**src/rtl/tofe_pkg.sv**
```systemverilog
// Shared types, codes and constants for the tick offset estimator.
package tofe_pkg;

  // Item operation codes.
  localparam logic [1:0] OP_OBSERVE = 2'd0;
  localparam logic [1:0] OP_QUERY   = 2'd1;
  localparam logic [1:0] OP_CLEAR   = 2'd2;

  // Configuration register indexes.
  typedef logic [1:0] cfg_idx_t;
  localparam cfg_idx_t REG_TICK_PERIOD = 2'd0;
  localparam cfg_idx_t REG_SNAP_LIMIT  = 2'd1;
  localparam cfg_idx_t REG_SLEW_LIMIT  = 2'd2;
  localparam cfg_idx_t REG_SLACK_TICKS = 2'd3;

  localparam int unsigned CFG_W = 20;

  // Register reset values.
  localparam logic [19:0] TICK_PERIOD_RST = 20'd16667;
  localparam logic [15:0] SNAP_LIMIT_RST  = 16'd8;
  localparam logic [15:0] SLEW_LIMIT_RST  = 16'd1;
  localparam logic [15:0] SLACK_TICKS_RST = 16'd2;

  // Flight estimate saturation and divider length.
  localparam logic [16:0] FLIGHT_CAP = 17'd65536;
  localparam int unsigned DIV_STEPS  = 32;
  localparam int unsigned CNT_W      = $clog2(DIV_STEPS);

  typedef struct packed {
    logic [1:0]  op;
    logic [63:0] authority_tick;
    logic [63:0] local_tick;
    logic [31:0] round_trip_us;
  } in_item_t;

  typedef struct packed {
    logic [63:0]        authority_estimate;
    logic [63:0]        command_tick;
    logic signed [63:0] offset_now;
    logic [16:0]        flight_now;
    logic signed [63:0] command_offset;
    logic               tracking;
  } out_item_t;

  // Commands from the controller to the datapath.
  typedef struct packed {
    logic accept;
    logic div_step;
    logic meas;
    logic flt;
    logic obs;
    logic diff;
    logic mag;
    logic upd;
    logic cmd_sum;
    logic est;
    logic out_load;
  } tofe_cmd_t;

  // Status from the datapath to the controller.
  typedef struct packed {
    logic obs_go;
  } tofe_sts_t;

endpackage

```
**src/rtl/tofe_ctrl.sv**
```systemverilog
// Sequencing state machine of the tick offset estimator.
module tofe_ctrl (
  input  logic                clk_i,
  input  logic                rst_ni,
  input  logic                in_valid_i,
  output logic                in_stall_o,
  output logic                out_valid_o,
  input  logic                out_stall_i,
  input  tofe_pkg::tofe_sts_t sts_i,
  output tofe_pkg::tofe_cmd_t cmd_o
);
  import tofe_pkg::*;

  typedef enum logic [3:0] {
    ST_IDLE, ST_DIV, ST_MEAS, ST_FLT, ST_OBS, ST_DIFF, ST_MAG, ST_UPD, ST_CMD,
    ST_EST, ST_DONE
  } state_e;

  state_e           state_q, state_d;
  logic [CNT_W-1:0] cnt_q, cnt_d;
  logic             out_valid_q, out_valid_d;
  logic             accept, out_load;

  assign in_stall_o  = (state_q != ST_IDLE);
  assign out_valid_o = out_valid_q;
  assign accept      = in_valid_i && (state_q == ST_IDLE);
  // The result register is free when empty or being taken this cycle.
  assign out_load    = (state_q == ST_DONE) && (!out_valid_q || !out_stall_i);

  // Command decode.
  always_comb begin
    cmd_o          = '0;
    cmd_o.accept   = accept;
    cmd_o.div_step = (state_q == ST_DIV);
    cmd_o.meas     = (state_q == ST_MEAS);
    cmd_o.flt      = (state_q == ST_FLT);
    cmd_o.obs      = (state_q == ST_OBS);
    cmd_o.diff     = (state_q == ST_DIFF);
    cmd_o.mag      = (state_q == ST_MAG);
    cmd_o.upd      = (state_q == ST_UPD);
    cmd_o.cmd_sum  = (state_q == ST_CMD);
    cmd_o.est      = (state_q == ST_EST);
    cmd_o.out_load = out_load;
  end

  // Next state.
  always_comb begin
    state_d     = state_q;
    cnt_d       = cnt_q;
    out_valid_d = out_valid_q;
    if (out_valid_q && !out_stall_i) begin
      out_valid_d = 1'b0;
    end
    case (state_q)
      ST_IDLE: begin
        cnt_d = '0;
        if (in_valid_i) begin
          state_d = sts_i.obs_go ? ST_DIV : ST_CMD;
        end
      end
      ST_DIV: begin
        cnt_d = cnt_q + 1'b1;
        if (cnt_q == CNT_W'(DIV_STEPS - 1)) begin
          state_d = ST_MEAS;
        end
      end
      ST_MEAS: state_d = ST_FLT;
      ST_FLT:  state_d = ST_OBS;
      ST_OBS:  state_d = ST_DIFF;
      ST_DIFF: state_d = ST_MAG;
      ST_MAG:  state_d = ST_UPD;
      ST_UPD:  state_d = ST_CMD;
      ST_CMD:  state_d = ST_EST;
      ST_EST:  state_d = ST_DONE;
      ST_DONE: begin
        if (out_load) begin
          out_valid_d = 1'b1;
          state_d     = ST_IDLE;
        end
      end
      default: state_d = ST_IDLE;
    endcase
  end

  // State and registered outputs.
  always_ff @(posedge clk_i or negedge rst_ni) begin
    if (!rst_ni) begin
      state_q     <= ST_IDLE;
      cnt_q       <= '0;
      out_valid_q <= 1'b0;
    end else begin
      state_q     <= state_d;
      cnt_q       <= cnt_d;
      out_valid_q <= out_valid_d;
    end
  end

endmodule

```
**src/rtl/tofe_datapath.sv**
```systemverilog
// Registers, divider and arithmetic of the tick offset estimator.
module tofe_datapath (
  input  logic                        clk_i,
  input  logic                        rst_ni,
  input  logic                        cfg_we_i,
  input  tofe_pkg::cfg_idx_t          cfg_index_i,
  input  logic [tofe_pkg::CFG_W-1:0]  cfg_data_i,
  input  tofe_pkg::in_item_t          in_item_i,
  input  tofe_pkg::tofe_cmd_t         cmd_i,
  output tofe_pkg::tofe_sts_t         sts_o,
  output tofe_pkg::out_item_t         out_item_o
);
  import tofe_pkg::*;

  logic [19:0] tick_period_q;
  logic [15:0] snap_q, slew_q, slack_q;

  logic [63:0] auth_q, local_q;
  logic [20:0] rem_q;
  logic [31:0] quo_q;
  logic [16:0] meas_q;
  logic [63:0] t_q, obs_q, diff_q, mag_q, cmd_off_q, est_a_q, est_c_q;

  logic [63:0] offset_q;
  logic [16:0] flight_q;
  logic        seen_q;

  logic [20:0] den;
  logic [21:0] trial;
  logic        ge;
  logic [32:0] q_ceil;
  logic        snap_hit, slew_hit;
  logic [63:0] slew_ext, step;
  logic [64:0] sum_a, sum_c;
  logic [63:0] est_a_d, est_c_d;
  logic        is_clear;

  assign sts_o.obs_go = (in_item_i.op == OP_OBSERVE) && (tick_period_q != '0);
  assign is_clear     = (in_item_i.op == OP_CLEAR);

  // Configuration registers.
  always_ff @(posedge clk_i or negedge rst_ni) begin
    if (!rst_ni) begin
      tick_period_q <= TICK_PERIOD_RST;
      snap_q        <= SNAP_LIMIT_RST;
      slew_q        <= SLEW_LIMIT_RST;
      slack_q       <= SLACK_TICKS_RST;
    end else if (cfg_we_i) begin
      case (cfg_index_i)
        REG_TICK_PERIOD: tick_period_q <= cfg_data_i[19:0];
        REG_SNAP_LIMIT:  snap_q        <= cfg_data_i[15:0];
        REG_SLEW_LIMIT:  slew_q        <= cfg_data_i[15:0];
        REG_SLACK_TICKS: slack_q       <= cfg_data_i[15:0];
        default: ;
      endcase
    end
  end

  // Restoring divider step: one quotient bit per cycle.
  assign den   = {tick_period_q, 1'b0};
  assign trial = {rem_q, quo_q[31]};
  assign ge    = (trial >= {1'b0, den});

  // Ceiling of the quotient, saturated at the flight cap.
  assign q_ceil = {1'b0, quo_q} + 33'(rem_q != '0);

  // Offset update selection.
  assign snap_hit = (mag_q > {48'd0, snap_q});
  assign slew_hit = (mag_q > {48'd0, slew_q});
  assign slew_ext = {48'd0, slew_q};
  assign step     = slew_hit ? (diff_q[63] ? (64'd0 - slew_ext) : slew_ext) : diff_q;

  // Offset applied to the local tick; a negative result floors at zero.
  assign sum_a   = {1'b0, local_q} + {1'b0, offset_q};
  assign sum_c   = {1'b0, local_q} + {1'b0, cmd_off_q};
  assign est_a_d = (offset_q[63] && !sum_a[64]) ? 64'd0 : sum_a[63:0];
  assign est_c_d = (cmd_off_q[63] && !sum_c[64]) ? 64'd0 : sum_c[63:0];

  // Working registers of one item.
  always_ff @(posedge clk_i) begin
    if (cmd_i.accept) begin
      auth_q  <= in_item_i.authority_tick;
      local_q <= in_item_i.local_tick;
      quo_q   <= in_item_i.round_trip_us;
      rem_q   <= '0;
    end
    if (cmd_i.div_step) begin
      rem_q <= ge ? 21'(trial - {1'b0, den}) : trial[20:0];
      quo_q <= {quo_q[30:0], ge};
    end
    if (cmd_i.meas) begin
      meas_q <= (q_ceil > {16'd0, FLIGHT_CAP}) ? FLIGHT_CAP : q_ceil[16:0];
      t_q    <= auth_q - local_q;
    end
    if (cmd_i.obs) begin
      obs_q <= t_q + {47'd0, flight_q};
    end
    if (cmd_i.diff) begin
      diff_q <= obs_q - offset_q;
    end
    if (cmd_i.mag) begin
      mag_q <= diff_q[63] ? (64'd0 - diff_q) : diff_q;
    end
    if (cmd_i.cmd_sum) begin
      cmd_off_q <= offset_q + {47'd0, flight_q} + {48'd0, slack_q};
    end
    if (cmd_i.est) begin
      est_a_q <= est_a_d;
      est_c_q <= est_c_d;
    end
  end

  // Estimator state.
  always_ff @(posedge clk_i or negedge rst_ni) begin
    if (!rst_ni) begin
      offset_q <= '0;
      flight_q <= '0;
      seen_q   <= 1'b0;
    end else begin
      if (cmd_i.accept && is_clear) begin
        offset_q <= '0;
        flight_q <= '0;
        seen_q   <= 1'b0;
      end
      // Flight rises at once, otherwise decays by one tick per sample.
      if (cmd_i.flt) begin
        if (!seen_q || (meas_q > flight_q)) begin
          flight_q <= meas_q;
        end else if (flight_q > meas_q) begin
          flight_q <= flight_q - 1'b1;
        end
      end
      // First sample takes the measurement, a large error snaps, else slew.
      if (cmd_i.upd) begin
        if (!seen_q) begin
          offset_q <= obs_q;
          seen_q   <= 1'b1;
        end else if (snap_hit) begin
          offset_q <= obs_q;
        end else begin
          offset_q <= offset_q + step;
        end
      end
    end
  end

  // Result register.
  always_ff @(posedge clk_i) begin
    if (cmd_i.out_load) begin
      out_item_o.authority_estimate <= est_a_q;
      out_item_o.command_tick       <= est_c_q;
      out_item_o.offset_now         <= offset_q;
      out_item_o.flight_now         <= flight_q;
      out_item_o.command_offset     <= cmd_off_q;
      out_item_o.tracking           <= seen_q;
    end
  end

endmodule

```
**src/rtl/tick_offset_estimator.sv**
```systemverilog
// Top level of the tick offset estimator: controller, datapath and checks.
// Observe item: the 32-step divider, then measure, flight, observe, difference,
// magnitude, update, command sum and estimate states lead to the result.
// Query, clear, or zero-period observe: command sum and estimate states only.
// One item at a time; the next item is taken while the result waits.
// Reset (asynchronous, active low) restores registers and estimator state.
module tick_offset_estimator (
  input  logic                        clk_i,
  input  logic                        rst_ni,
  input  logic                        cfg_we_i,
  input  tofe_pkg::cfg_idx_t          cfg_index_i,
  input  logic [tofe_pkg::CFG_W-1:0]  cfg_data_i,
  input  logic                        in_valid_i,
  output logic                        in_stall_o,
  input  tofe_pkg::in_item_t          in_item_i,
  output logic                        out_valid_o,
  input  logic                        out_stall_i,
  output tofe_pkg::out_item_t         out_item_o
);
  import tofe_pkg::*;

  tofe_cmd_t cmd;
  tofe_sts_t sts;

  // Sequencer.
  tofe_ctrl u_ctrl (
    .clk_i       (clk_i),
    .rst_ni      (rst_ni),
    .in_valid_i  (in_valid_i),
    .in_stall_o  (in_stall_o),
    .out_valid_o (out_valid_o),
    .out_stall_i (out_stall_i),
    .sts_i       (sts),
    .cmd_o       (cmd)
  );

  // Arithmetic and state.
  tofe_datapath u_datapath (
    .clk_i       (clk_i),
    .rst_ni      (rst_ni),
    .cfg_we_i    (cfg_we_i),
    .cfg_index_i (cfg_index_i),
    .cfg_data_i  (cfg_data_i),
    .in_item_i   (in_item_i),
    .cmd_i       (cmd),
    .sts_o       (sts),
    .out_item_o  (out_item_o)
  );

  // An accepted item blocks the input on the following cycle.
  a_busy_after_accept: assert property (@(posedge clk_i) disable iff (!rst_ni)
    (in_valid_i && !in_stall_o) |=> in_stall_o)
    else $error("input not stalled after an accepted item");

  // Without a sample the estimate sits at its reset values.
  a_untracked_zero: assert property (@(posedge clk_i) disable iff (!rst_ni)
    (out_valid_o && !out_item_o.tracking) |->
      (out_item_o.offset_now == 64'sd0) && (out_item_o.flight_now == 17'd0))
    else $error("untracked result carries a nonzero estimate");

  // The flight estimate never exceeds its cap.
  a_flight_cap: assert property (@(posedge clk_i) disable iff (!rst_ni)
    out_valid_o |-> (out_item_o.flight_now <= FLIGHT_CAP))
    else $error("flight estimate above cap");

endmodule
```
**config.mk**
```make
export PLATFORM = sky130hd
export DESIGN_NAME = tick_offset_estimator
export DESIGN_NICKNAME = d
export VERILOG_FILES = /design/src/rtl/tofe_pkg.sv /design/src/rtl/tofe_ctrl.sv /design/src/rtl/tofe_datapath.sv /design/src/rtl/tick_offset_estimator.sv
export SDC_FILE = /design/constraint.sdc
export NUM_CORES = 2
export LEC_CHECK = 0
export BUFFER_PORTS_ARGS = -buffer_cell sky130_fd_sc_hd__buf_2
export CAP_MARGIN = 20
export CORE_UTILIZATION = 55
export CTS_CLUSTER_DIAMETER = 150
export DETAILED_ROUTE_END_ITERATION = 8
export GPL_TIMING_DRIVEN = 0
export HOLD_SLACK_MARGIN = 0.1
export PLACE_DENSITY = 0.74
export SLEW_MARGIN = 25
export SYNTH_ARGS = -nofsm -noshare
export SYNTH_HDL_FRONTEND = slang
export SYNTH_SLANG_ARGS = --single-unit
```
**constraint.sdc**
```tcl
create_clock -name clk_i -period 20.9 [get_ports clk_i]
set_input_delay 4.18 -clock clk_i [delete_from_list [all_inputs] [get_ports clk_i]]
set_output_delay 4.18 -clock clk_i [all_outputs]
set_load 0.05 [all_outputs]
```
# After elaboration in Yosys (flattened, before gate mapping)
# Cells that the tools add are included.
totals:
  register_bits: 1080
  output_inout_bits: 276
  elab_cells: 123
op_classes:
  add_sub_neg: 14
  magnitude_cmp: 6
  eq_ne: 18
  mux: 28
  reduce_logical: 28
op_table:
  columns: ["op", "n"]
  rows:
  - ["64-bit 2-to-1 mux", 6]
  - ["64-bit by 64-bit adder with 65-bit output", 2]
  - ["64-bit by 17-bit adder with 64-bit output", 2]
  - ["64-bit by 16-bit greater-than comparator with 1-bit output", 2]
  - ["64-bit subtractor", 2]
  - ["17-bit 2-to-1 mux", 4]
  - ["64-bit by 16-bit adder with 64-bit output", 1]
  - ["64-bit adder", 1]
  - ["32-bit 2-to-1 mux", 2]
  - ["1-bit by 64-bit subtractor with 64-bit output, first input constant", 1]
  - ["21-bit 2-to-1 mux", 3]
  - ["63-bit 2-to-1 mux", 1]
  - ["4-bit case mux with 11 select lines", 1]
  - ["17-bit greater-than comparator", 2]
  - ["32-bit by 1-bit adder with 33-bit output", 1]
  - ["33-bit by 17-bit greater-than comparator with 1-bit output, second input constant", 1]
  - ["22-bit by 21-bit >= comparator with 1-bit output", 1]
  - ["21-bit nonzero test", 1]
  - ["21-bit subtractor", 1]
  - ["20-bit nonzero test", 1]
  - ["1-bit by 16-bit subtractor with 17-bit output, first input constant", 1]
  - ["17-bit by 1-bit subtractor with 17-bit output, second input constant", 1]
  - ["4-bit by 3-bit == test with 1-bit output, second input constant", 4]
  - ["4-bit 2-to-1 mux", 4]
  - ["20 further kinds", 48]

# Logic depth before layout (Yosys ltp)
logic_depth:
  depth_word: 7
  mapped_depth: 25

# Cells and area by module
# From an unflattened synthesis, not the netlist that was laid out.
unflattened:
  cells_unflattened: 5948
  area_unflattened_um2: 63832.5
by_module_without_submodules:
  columns: ["module", "n_inst", "cells_per_inst", "area_per_inst_um2", "seq_area_each_um2"]
  rows:
  - ["tofe_datapath", 1, 5868, 63155.6, 31391.4]
  - ["tofe_ctrl", 1, 80, 676.9, 250.2]

# Worst setup path after synthesis
# No wires, ideal clock.
synth_timing:
  path_kind: "input to register"
  startpoint: "in out_stall_i"
  endpoint: "reg u_datapath.out_item_o[0] (netlist name)"
  setup_time_ns: 1.002
  arrival_time_ns: 17.005
  required_ns: 19.898
  setup_slack_ns: 2.893
  cell_stages: 1
  path_buffers: 0
  path_cell_list: "a21oi_1"
synth_via:
  elab_chain_cells: 3
synth_rtl:
  columns: ["element", "line_no", "rtl"]
  rows:
  - ["start: declaration", "tick_offset_estimator.sv:17", "input logic out_stall_i,"]
  - ["1-bit logical NOT", "tofe_ctrl.sv:28", "assign out_load = (state_q == ST_DONE) && (!out_valid_q || !out_stall_i);"]
  - ["1-bit logical OR", "tofe_ctrl.sv:28", null]
  - ["1-bit logical AND", "tofe_ctrl.sv:28", null]
# Every way passes these cells.
# A chain may end at the register's enable or synchronous reset.

# Final worst setup path
layout_timing:
  startpoint: "reg u_datapath.mag_q[56]"
  endpoint: "reg u_datapath.offset_q[56]"
layout_via:
  elab_chain_cells: 6
  word_cells_on_any_way: 7
  classes_between: "add/sub (1); order compare (2); mux (4)"
layout_rtl:
  columns: ["element", "line_no", "rtl"]
  rows:
  - ["start: declaration", "tofe_datapath.sv:22", "logic [63:0] t_q, obs_q, diff_q, mag_q, cmd_off_q, est_a_q, est_c_q;"]
  - ["start signal: assignment", "tofe_datapath.sv:102", "mag_q <= diff_q[63] ? (64'd0 - diff_q) : diff_q;"]
  - ["64-bit by 16-bit greater-than comparator with 1-bit output", "tofe_datapath.sv:69", "assign slew_hit = (mag_q > {48'd0, slew_q});"]
  - ["64-bit 2-to-1 mux", "tofe_datapath.sv:71", "assign step = slew_hit ? (diff_q[63] ? (64'd0 - slew_ext) : slew_ext) : diff_q;"]
  - ["64-bit adder", "tofe_datapath.sv:141", "offset_q <= offset_q + step;"]
  - ["64-bit 2-to-1 mux *", "tofe_datapath.sv:138", "end else if (snap_hit) begin"]
  - ["64-bit 2-to-1 mux *", "tofe_datapath.sv:135", "if (!seen_q) begin"]
  - ["64-bit 2-to-1 mux *", "tofe_datapath.sv:134", "if (cmd_i.upd) begin"]
  - ["end signal: assignment", "tofe_datapath.sv:136", "offset_q <= obs_q;"]
  - ["end signal: assignment", "tofe_datapath.sv:139", "offset_q <= obs_q;"]
  - ["end signal: assignment", "tofe_datapath.sv:141", null]
  - ["end: declaration", "tofe_datapath.sv:24", "logic [63:0] offset_q;"]
# Mark *: on every way between the ends. The rest lies on a longest branch, timed or not.

==> out/summary.txt <==
Initial DRC Count -> 4,859
EDFF count, synth -> 920
Worst hold stages -> 0
Hold_sp -> u_datapath.est_c_q[25]$_SDFFCE_PP0P_
Final period util -> 36.90%
WHS -> 0.4149 ns
FMAX -> 129.7 MHz
Pleak -> 28.89 nW
Max Slew Vio Count -> 0
Largest net degree at the start of global routing -> 89
CTS root buf -> clkbuf_16
Worst hold endpoint -> u_datapath.out_item_o[171]$_DFFE_PP_
Pwr/cell area -> 154.7 mW/mm^2
Worst rel slew slack -> 26.95%
Worst slew pin tran -> 1.086 ns
Vias in the first global route -> 47,040
Peak VDD IR -> 0.09478 mV
Seq/Total Area, Yosys -> 50.07%
Biggest area consumer among synthesized cells -> edfxtp_1
Core outline area -> 0.1133 mm^2
Wirelength per Cell -> 24.69 um
Setup Viol. Count Final -> 0
Die Area -> 0.1163 mm^2
Worst setup EP type -> flop
Final hold violation count -> 0
FF-to-FF Start -> u_datapath.mag_q[56]$_DFFE_PP_
Critical Path Source Type -> flop
Yosys top cell area share -> 43.71%
Final core occ -> 63.89%
Fraction of final layout cells sized beyond drive strength 1 -> 12.68%
Row Count -> 123
GRT Total Usage -> 34.24%
Syn_nets -> 6,621
Synth Flop Type -> edfxtp_1
Layout area overhead -> 14.50%
Pre-CTS setup slack -> 13.54 ns
Placed inst area -> 0.06844 mm^2
CTS tree -> yes
Htree depth -> 3
Commonest cells in the netlist -> edfxtp_1 (920), nand2_1 (501), nor2_1 (491)
Layout Nets -> 7,263
Number of buffers added on ports -> 464
Max Cap Viol -> 0
Hold_buf cts -> 0
Clock Sinks -> 1,080
Clock Latency Late Sink -> 0.73 ns
Setup Skew -> 0.02600 ns
Die Span X -> 341.0 um
Worst setup margin -> 13.19 ns
Post-CTS Resized -> 0
DRT antenna net count -> 0
Post-Syn Area -> 0.06320 mm^2
Via density -> 6.094
Most frequent cell after synthesis -> edfxtp_1
Largest fanout on the critical path -> 10
Worst EP arrival -> 8.29 ns
Cell area after layout -> 0.07236 mm^2
Crit path kind -> reg2reg
Post-synth cell types -> 91
Global-route wire length before repair -> 295.5 mm
R2r worst-path depth -> 21
Outcome -> finished clean
Crit path time final -> 7.713 ns
Yosys warns -> 0
# DRC -> 0
Initial antenna violation count -> 3
Final WL -> 202.9 mm
Inserted Clock Buffers -> 118
CP required -> 21.48 ns
R2R setup slack -> 13.19 ns
Syn Inst Count -> 5,966
Area contributors post-synth -> edfxtp_1 (44%), ha_1 (8.8%), dfrtp_1 (6.0%)
Avg Cell Area, Syn -> 10.59 um^2
Post CTS Setup Buffer Count -> 0
Initial core utilization -> 55.80%
Worst-path clk slew -> 0.07 ns
RR Endpoint -> u_datapath.offset_q[56]$_DFFE_PN0P_
Dpl hpwl -> 163.4 mm
FF+latch count, synth -> 1,080
Overflow after GRT -> 0
Die height -> 341.0 um
Min-delay worst type -> reg2reg
RSZ-0062 raised after global routing -> false
Longest Clk Path Bufs -> 3
Drt first pass iters -> 9
I/O pins -> 465
GP Congestion -> 0.9969
Vias after detailed routing -> 50,088
Fraction of registers with async set/reset -> 14.81%
## stage by stage
step,std cells,power [mW],TNS (ns)
after floorplan,5966,7.391,0
after global placement,7930,8.980,-1090.32
after detailed placement,7988,8.985,0
after CTS,8213,11.10,0
after global routing,8215,11.80,0
final,8219,11.20,0
## logic make-up (layout without fill, tap and decap cells)
kind of cell	Yosys count	count (layout)	share of synthesized area [%]
AND/OR/NAND/NOR	1737	1737	12.98
flip-flops	1080	1080	50.07
other	0	6	0
XOR/XNOR	521	521	7.220
multiplexers	70	70	1.206
adder cells (fa/ha/maj)	466	466	9.511
AO/OA/AOI/OAI	1569	1569	15.81
buffers and inverters	523	1270	3.209
## worst max-delay path, stage by stage (launching register included)
cell      delay (ns)
edfxtp_1        0.36
nor4_1          0.68
nand4_1         0.20
nor3_1          0.76
o21ai_1         0.57
nand2_1         0.22
clkbuf_1        0.58
buf_1           0.52
o21a_1          0.30
ha_1            0.14
clkbuf_1        0.29
nand2_1         0.08
o21ai_0         0.45
a211oi_1        0.12
a21oi_1         0.23
o21ai_0         0.27
o31ai_1         0.73
a211oi_1        0.31
nor2_1          0.32
a31oi_1         0.17
xor2_1          0.18
o21ai_0         0.09
## layout make-up
class | instances | area, um^2
repair buffers | 522 | 3269
clock inverters | 74 | 679.4
multi-input cells | 4363 | 29630
plain buffers | 199 | 812.0
clock buffers | 151 | 3212
fillers | 9088 | 40910
well taps | 1500 | 1877
flip-flops and latches | 1080 | 31640
diodes | 6 | 15.01
inverters | 324 | 1224
## layer usage
layer / routed length (um) / global-route usage, %
met1: 87850 / 49.45
met2: 85950 / 50.22
met3: 21490 / 8.127
met4: 7607 / 12.37
met5: 0 / 0
## flip-flops by register name (all words and copies together), names as in the netlist
| signal | flops |
|---|---|
| u_ctrl.state_q | 4 |
| u_datapath.out_item_o | 274 |
| u_datapath.auth_q | 64 |
| u_datapath.local_q | 64 |
| u_datapath.mag_q | 64 |
| u_datapath.offset_q | 64 |
| u_datapath.flight_q | 17 |
| u_ctrl.cnt_q | 5 |
| u_datapath.t_q | 64 |
| u_datapath.rem_q | 21 |
| u_ctrl.out_valid_o | 1 |
| u_datapath.slack_q | 16 |
| u_datapath.seen_q | 1 |
| u_datapath.obs_q | 64 |
| u_datapath.slew_q | 16 |
| u_datapath.tick_period_q | 20 |
| u_datapath.snap_q | 16 |
| u_datapath.cmd_off_q | 64 |
| u_datapath.meas_q | 17 |
| u_datapath.quo_q | 32 |
| u_datapath.est_a_q | 64 |
| u_datapath.diff_q | 64 |
| u_datapath.est_c_q | 64 |
## worst max path at each step
stage	start	to	slack (ns)	cells after the start
3_5_place_dp	u_datapath.mag_q[56]$_DFFE_PP_	u_datapath.offset_q[56]$_DFFE_PN0P_	13.54	21
2_1_floorplan	out_stall_i	u_datapath.out_item_o[0]$_DFFE_PP_	2.89	1
4_1_cts	u_datapath.mag_q[56]$_DFFE_PP_	u_datapath.offset_q[56]$_DFFE_PN0P_	13.44	21
5_1_grt	u_datapath.mag_q[56]$_DFFE_PP_	u_datapath.offset_q[56]$_DFFE_PN0P_	13.00	21
3_3_place_gp	out_stall_i	u_datapath.out_item_o[190]$_DFFE_PP_	-4.07	2
6_report	u_datapath.mag_q[56]$_DFFE_PP_	u_datapath.offset_q[56]$_DFFE_PN0P_	13.19	21
## power breakdown
part           switching, mW  internal (mW)  total (mW)
logic                   3.38           1.92        5.30
registers              0.601           3.21        3.81
clock network          0.903           1.18        2.08
## placed cells by master, fill, tap and decap left out, types with 161 or more instances in the layout
cell type,count
edfxtp_1,920
o21ai_0,358
ha_1,442
xnor2_1,360
nand3_1,161
nor2_1,488
inv_1,323
nand2_1,500
clkbuf_1,200
buf_2,471
xor2_1,161
a21o_1,209
a21oi_1,466
(Power assumes the default switching activity.)
